File: src/rtl/rbst_ram.sv
`default_nettype none

module rbst_ram #(
   parameter int WIDTH = 32,
   parameter int DEPTH = 32
) (
   input  wire logic                                         clock,
   input  wire logic                                         wr_en,
   input  wire logic [(DEPTH > 1 ? $clog2(DEPTH) : 1)-1:0]   wr_addr,
   input  wire logic [WIDTH-1:0]                             wr_data,
   input  wire logic [(DEPTH > 1 ? $clog2(DEPTH) : 1)-1:0]   rd_addr,
   output      logic [WIDTH-1:0]                             rd_data
);

   logic [WIDTH-1:0] mem [DEPTH];
   logic [WIDTH-1:0] rd_data_ff;

   always_ff @(posedge clock) begin
      if (wr_en) begin
         mem[wr_addr] <= wr_data;
      end
      rd_data_ff <= mem[rd_addr];
   end

   assign rd_data = rd_data_ff;

endmodule

`default_nettype wire
File: config.mk
export PLATFORM = sky130hd
export DESIGN_NAME = rbst_ram
export DESIGN_NICKNAME = d
export VERILOG_FILES = /design/src/rtl/rbst_ram.sv
export SDC_FILE = /design/constraint.sdc
export NUM_CORES = 1
export LEC_CHECK = 0
export BUFFER_PORTS_ARGS = -buffer_cell sky130_fd_sc_hd__buf_2
export CELL_PAD_IN_SITES_DETAIL_PLACEMENT = 0
export CELL_PAD_IN_SITES_GLOBAL_PLACEMENT = 1
export CORE_MARGIN = 5
export CORE_UTILIZATION = 45
export CTS_CLUSTER_SIZE = 12
export DETAILED_ROUTE_END_ITERATION = 6
export PLACE_DENSITY_LB_ADDON = 0.1
export RECOVER_POWER = 50
export SLEW_MARGIN = 20
export SYNTH_ARGS = -nofsm -noshare
export SYNTH_HDL_FRONTEND = slang
export SYNTH_SLANG_ARGS = --single-unit
export TNS_END_PERCENT = 1
File: constraint.sdc
create_clock -name clock -period 6.8 [get_ports clock]
set_input_delay 0.68 -clock clock [delete_from_list [all_inputs] [get_ports clock]]
set_output_delay 0.68 -clock clock [all_outputs]
set_load 0.05 [all_outputs]
==> results of run 1 <==
## cells in the mapped netlist (all sizes together)
cell,number,share of area
edfxtp,1024,0.76
mux2i,512,0.13
nand2,98,0.0091
nand3,98,0.012
a21oi,96,0.012
a22oi,96,0.018
buf,79,0.014
a22o,64,0.014
clkbuf,48,0.0046
nor2,34,0.0032
a31oi,32,0.0049
dfxtp,32,0.016
nor3,32,0.0040
nand3b,5,0.00093
or3b,3,0.00065
nand2b,2,0.00031
and2,1,0.00015
and2b,1,0.00019
nor2b,1,0.00015
or2,1,0.00015
or3,1,0.00015
## state kept, by name (all words and copies together), names as in the netlist
name,flops
mem,1024
rd_data,32
## stage by stage
step	instance area [µm²]	hold slack (ns)
global route	45560	0.6396
finish	45560	0.5923
global placement	42280	0.5788
floorplan	40490	0.5529
detailed placement	42300	0.5762
CTS	45640	0.4773
## routing by layer
layer,up-vias,GRT usage,part of all wire,wire (µm)
met5,-,0,0,0
met1,10950,0.3165,0.44,47890
met3,121,0.03342,0.054,5884
li1,9198,-,-,-
met4,0,0.05166,0.018,1928
met2,591,0.3707,0.49,52560
## cell families (layout without fill, tap and decap cells)
logic type             Yosys count  in the layout  share of synthesized area
AOI/OAI and AO/OA              288            288                    0.04846
and+or+nand+nor                277            277                    0.03100
DFF                           1056           1056                     0.7753
other                            0              1                          0
muxes                          512            512                     0.1266
buffers and inverters          127            325                    0.01860
## layout make-up
class / instances / area, µm² / share of cell area
Sequential cell: 1056 / 31390 / 0.6890
Clock buffer: 174 / 3154 / 0.06923
Timing Repair Buffer: 124 / 787.0 / 0.01727
Clock inverter: 27 / 185.2 / 0.004064
Multi-Input combinational cell: 1077 / 8569 / 0.1881
Tap cell: 1176 / 1471 / 0.03230
Antenna cell: 1 / 2.502 / 0.00005493
## report_power, final
group	internal [W]	total, W	switching, W	leakage [nW]
registers	0.00724	0.00728	0.0000359	9.49
clock network	0.00320	0.00560	0.00240	1.63
logic	0.000209	0.000763	0.000553	4.58
total	0.0107	0.0136	0.00299	15.7
## worst paths after layout
path | slack [ns] | startpoint | end
worst min-delay path | 0.59 | mem[16][30] | rd_data[30]
worst max register to register | 5.27 | mem[7][4] | rd_data[4]
worst min register to register | 0.59 | mem[16][30] | rd_data[30]
worst max-delay path | 3.81 | wr_addr[1] | mem[8][15]
## critical path: stages
cell      delay (ns)
clkbuf_1        0.13
or3b_1          0.68
nor2_1          1.08
buf_4           0.64
==> results.yml, run 1 <==
timing:
  tightest_slew_ns: 1.605
  setup_viol_count_final: 0
  skew_ns: 0.02705
  relSlewSlack: -0.06975
  hold_viol: 0
  rsz0062_at_grt: "no"
  tns_ns: 0
  period_minus_slack_ns: 2.993
  worst_slack_ns: 3.807
  fmax_mhz: 334.1
  min_period_over_period: 0.4402
  slew_viol_final: 198
status:
  status: "finished, violations left"
  violations: "capacitance limit, slew limit"
floorplan:
  io_pins: 76
  coreArea_mm2: 0.08960
  dieArea_mm2: 0.09607
  fp.dieH_um: 309.9
  die_w_um: 309.9
  start_util: 0.4519
  num_rows: 110
worst_setup_path:
  cp.required_ns: 7.08
  crit_arrival_ns: 3.28
  rr_worst_depth: 5
  crit_fanout: 23
  critPathKind: "in -> reg"
  cp-end-kind: "flop"
  crit_path_start_kind: "input port"
final_layout:
  drive_gt1_frac: 0.1111
  syn_to_final_growth_pct: 12.54
  nNetsFinal: 2411
  mostFrequentLayoutCells: "1024 x edfxtp_1, 512 x mux2i_1, 111 x clkbuf_16, 98 x nand3_1, 97 x nand2_1"
  fin_util: 0.5085
  final_common_cell: "edfxtp_1"
  final.fill_count: 7305
  layout.cells.non_filler: 3635
clock_network:
  insertion_delay_ns: 0.68
  cts.htree.levels: 3
  post_cts_buffers: 0
  tritoncts: "yes"
  cts_resized: 0
  clock_sinks: 1056
  clockBufferDepth: 3
  cts_buffers: 108
  path_clk_slew_ns: 0.06
  cts_root_buffer: "clkbuf_16"
  hold_buffers: 0
logic_synthesis:
  synth_seq_cells: 1056
  syn_area_mm2: 0.04049
  synth_seq_area_share: 0.7754
  mappedNetlistNets: 2304
  yosys.cell_types.count: 25
  syn_area_per_cell_um2: 17.91
  netlist_instances: 2260
  ys_warn_count: 0
flow_run:
  maxCapViolCount: 6
global_route:
  grt_max_degree: 129
  grt_pass1_vias: 21210
  grt_util_all_layers: 0.2231
  antenna_found_initial: 3
  grt_pass1_wl_mm: 154.0
  grt-ovfl-total: 0
min_path:
  hold_depth: 4
  hp-class: "reg -> reg"
drt:
  num_vias: 20860
  antenna_left: 0
  wire_per_inst_um: 29.79
  via_per_inst: 5.739
  drt_iter0_markers: 1891
  drc: 0
  dr.pass1.iters: 5
  wl_mm: 108.3
placement:
  port_buffers: 75
  hpwl_mm: 53.70
  post-place-ws_ns: 3.236
  place_congestion: 0.8053
  place_inst: 3433
power:
  leakagePower_nw: 15.71
  p_total_w: 0.01364
  peakVddDrop_mv: 0.2236
  p_per_area_mw_per_mm2: 299.4
(Power assumes the default switching activity.)
==> run 2, diff against run 1 <==
==> constraint.sdc (replaced) <==
create_clock -name clock -period 3.07 [get_ports clock]
set_input_delay 0.307 -clock clock [delete_from_list [all_inputs] [get_ports clock]]
set_output_delay 0.307 -clock clock [all_outputs]
set_load 0.05 [all_outputs]
==> run 2 against run 1 <==
Register-to-register slack worse by 3.7 ns. Largest power group unchanged. Combinational power up 130%. Non-clock buffer count up 58. The run still ends with capacitance limit, slew limit left.
==> results.yml, run 2 (synthesis results as in run 1) <==
drt:
  drc: 0
  wl_met3_mm: 5.320
  wire_per_inst_um: 28.84
  dr.pass1.iters: 5
  wl_met2_mm: 50.71
  met1_length_mm: 47.35
  wl_mm: 106.4
  routed.top_layer: "met4"
  antenna_left: 0
  via_per_inst: 5.764
  num_vias: 21260
  drt_iter0_markers: 2027
clock_network:
  clock_sinks: 1056
  cts_resized: 0
  tritoncts: "yes"
  hold_buffers: 0
  post_cts_buffers: 0
  clockBufferDepth: 3
  cts_buffers: 107
  cts_root_buffer: "clkbuf_16"
  cts.htree.levels: 3
  insertion_delay_ns: 0.67
  path_clk_slew_ns: 0.06
timing:
  min_period_over_period: 0.5950
  period_minus_slack_ns: 1.827
  tightest_slew_ns: 1.677
  slew_viol_final: 264
  setup_viol_count_final: 0
  rsz0062_at_grt: "no"
  relSlewSlack: -0.1181
  hold_slack_ns: 0.3007
  worst_slack_ns: 1.243
  skew_ns: 0.02902
  hold_viol: 0
  fmax_mhz: 547.5
  tns_ns: 0
final_layout:
  top_register: "mem"
  fin_util: 0.5169
  mostFrequentLayoutCells: "1024 x edfxtp_1, 512 x mux2i_1, 108 x clkbuf_16, 98 x nand3_1, 97 x nand2_1"
  largest_register_ffs: 1024
  final.fill_count: 7236
  nNetsFinal: 2468
  final_common_cell: "edfxtp_1"
  drive_gt1_frac: 0.1302
  syn_to_final_growth_pct: 14.40
placement:
  hpwl_mm: 60.12
  place_congestion: 0.7706
  post-place-ws_ns: 0.6895
  port_buffers: 75
status:
  status: "finished, violations left"
  violations: "capacitance limit, slew limit"
worst_setup_path:
  cp.required_ns: 3.32
  critPathKind: "in -> reg"
  r2r_setup_slack_ns: 1.53
  rr_worst_depth: 5
  crit_arrival_ns: 2.08
  cp-end-kind: "flop"
  crit_fanout: 32
  crit_path_start_kind: "input port"
floorplan:
  start_util: 0.4519
  fp.dieH_um: 309.9
  io_pins: 76
  die_w_um: 309.9
  num_rows: 110
  dieArea_mm2: 0.09607
  coreArea_mm2: 0.08960
power:
  p_per_area_mw_per_mm2: 648.7
  p_total_w: 0.03004
  peakVddDrop_mv: 0.4000
  leakagePower_nw: 16.06
global_route:
  grt-ovfl-total: 0
  antenna_found_initial: 2
  grt_util_all_layers: 0.2193
  grt_max_degree: 69
  grt_pass1_vias: 21420
  grt_pass1_wl_mm: 151.8
min_path:
  hold_depth: 6
  hp-class: "in -> reg"
flow_run:
  maxCapViolCount: 9
-- run 2: cell types whose count changed in the layout (fill, tap and decap cells not counted), moves of 2 or more --
cell / delta
nor2_1: -2
buf_12: +31
buf_4: +26
clkbuf_1: -8
clkinv_2: -5
clkbuf_16: -3
nor2_4: +2
clkinv_1: +11
-- run 2: where the power goes --
group,switching (W),leakage (nW),internal (W)
Combinational,0.00125,4.97,0.000526
Clock,0.00522,1.59,0.00692
Sequential,0.0000813,9.49,0.0160
Total,0.00656,16.1,0.0235
-- run 2: worst paths after layout --
check | startpoint | end
setup / recovery | wr_addr[4] | mem[5][30]
hold / removal | rd_addr[2] | rd_data[27]
setup reg to reg | mem[1][11] | rd_data[11]
hold reg to reg | mem[11][19] | rd_data[19]
-- run 2: stage by stage --
step | cell area, µm² | cells
floorplan | 40490 | 2260
global placement | 43140 | 3491
detailed placement | 43140 | 3491
CTS | 46400 | 3688
global route | 46310 | 3688
finish | 46310 | 3689
-- run 2: layout make-up --
type / instances / area, µm² / share of cell area
Sequential cell: 1056 / 31390 / 0.6778
Multi-Input combinational cell: 1077 / 8579 / 0.1852
Clock buffer: 164 / 3063 / 0.06614
Clock inverter: 33 / 198.9 / 0.004296
Tap cell: 1176 / 1471 / 0.03177
Antenna cell: 1 / 2.502 / 0.00005403
Timing Repair Buffer: 182 / 1608 / 0.03472
-- run 2: worst max-delay path, cell delays in order --
cell and delay (ns):
clkbuf_1 0.18, nor2_1 0.13, nand2_1 0.23, nor2_4 0.14
clkbuf_2 1.04
-- run 2: routing by layer --
metal / global-route usage / up-vias
met5: 0 / -
met4: 0.06739 / 0
met3: 0.03641 / 150
met2: 0.3556 / 540
met1: 0.3093 / 11250
li1: - / 9321
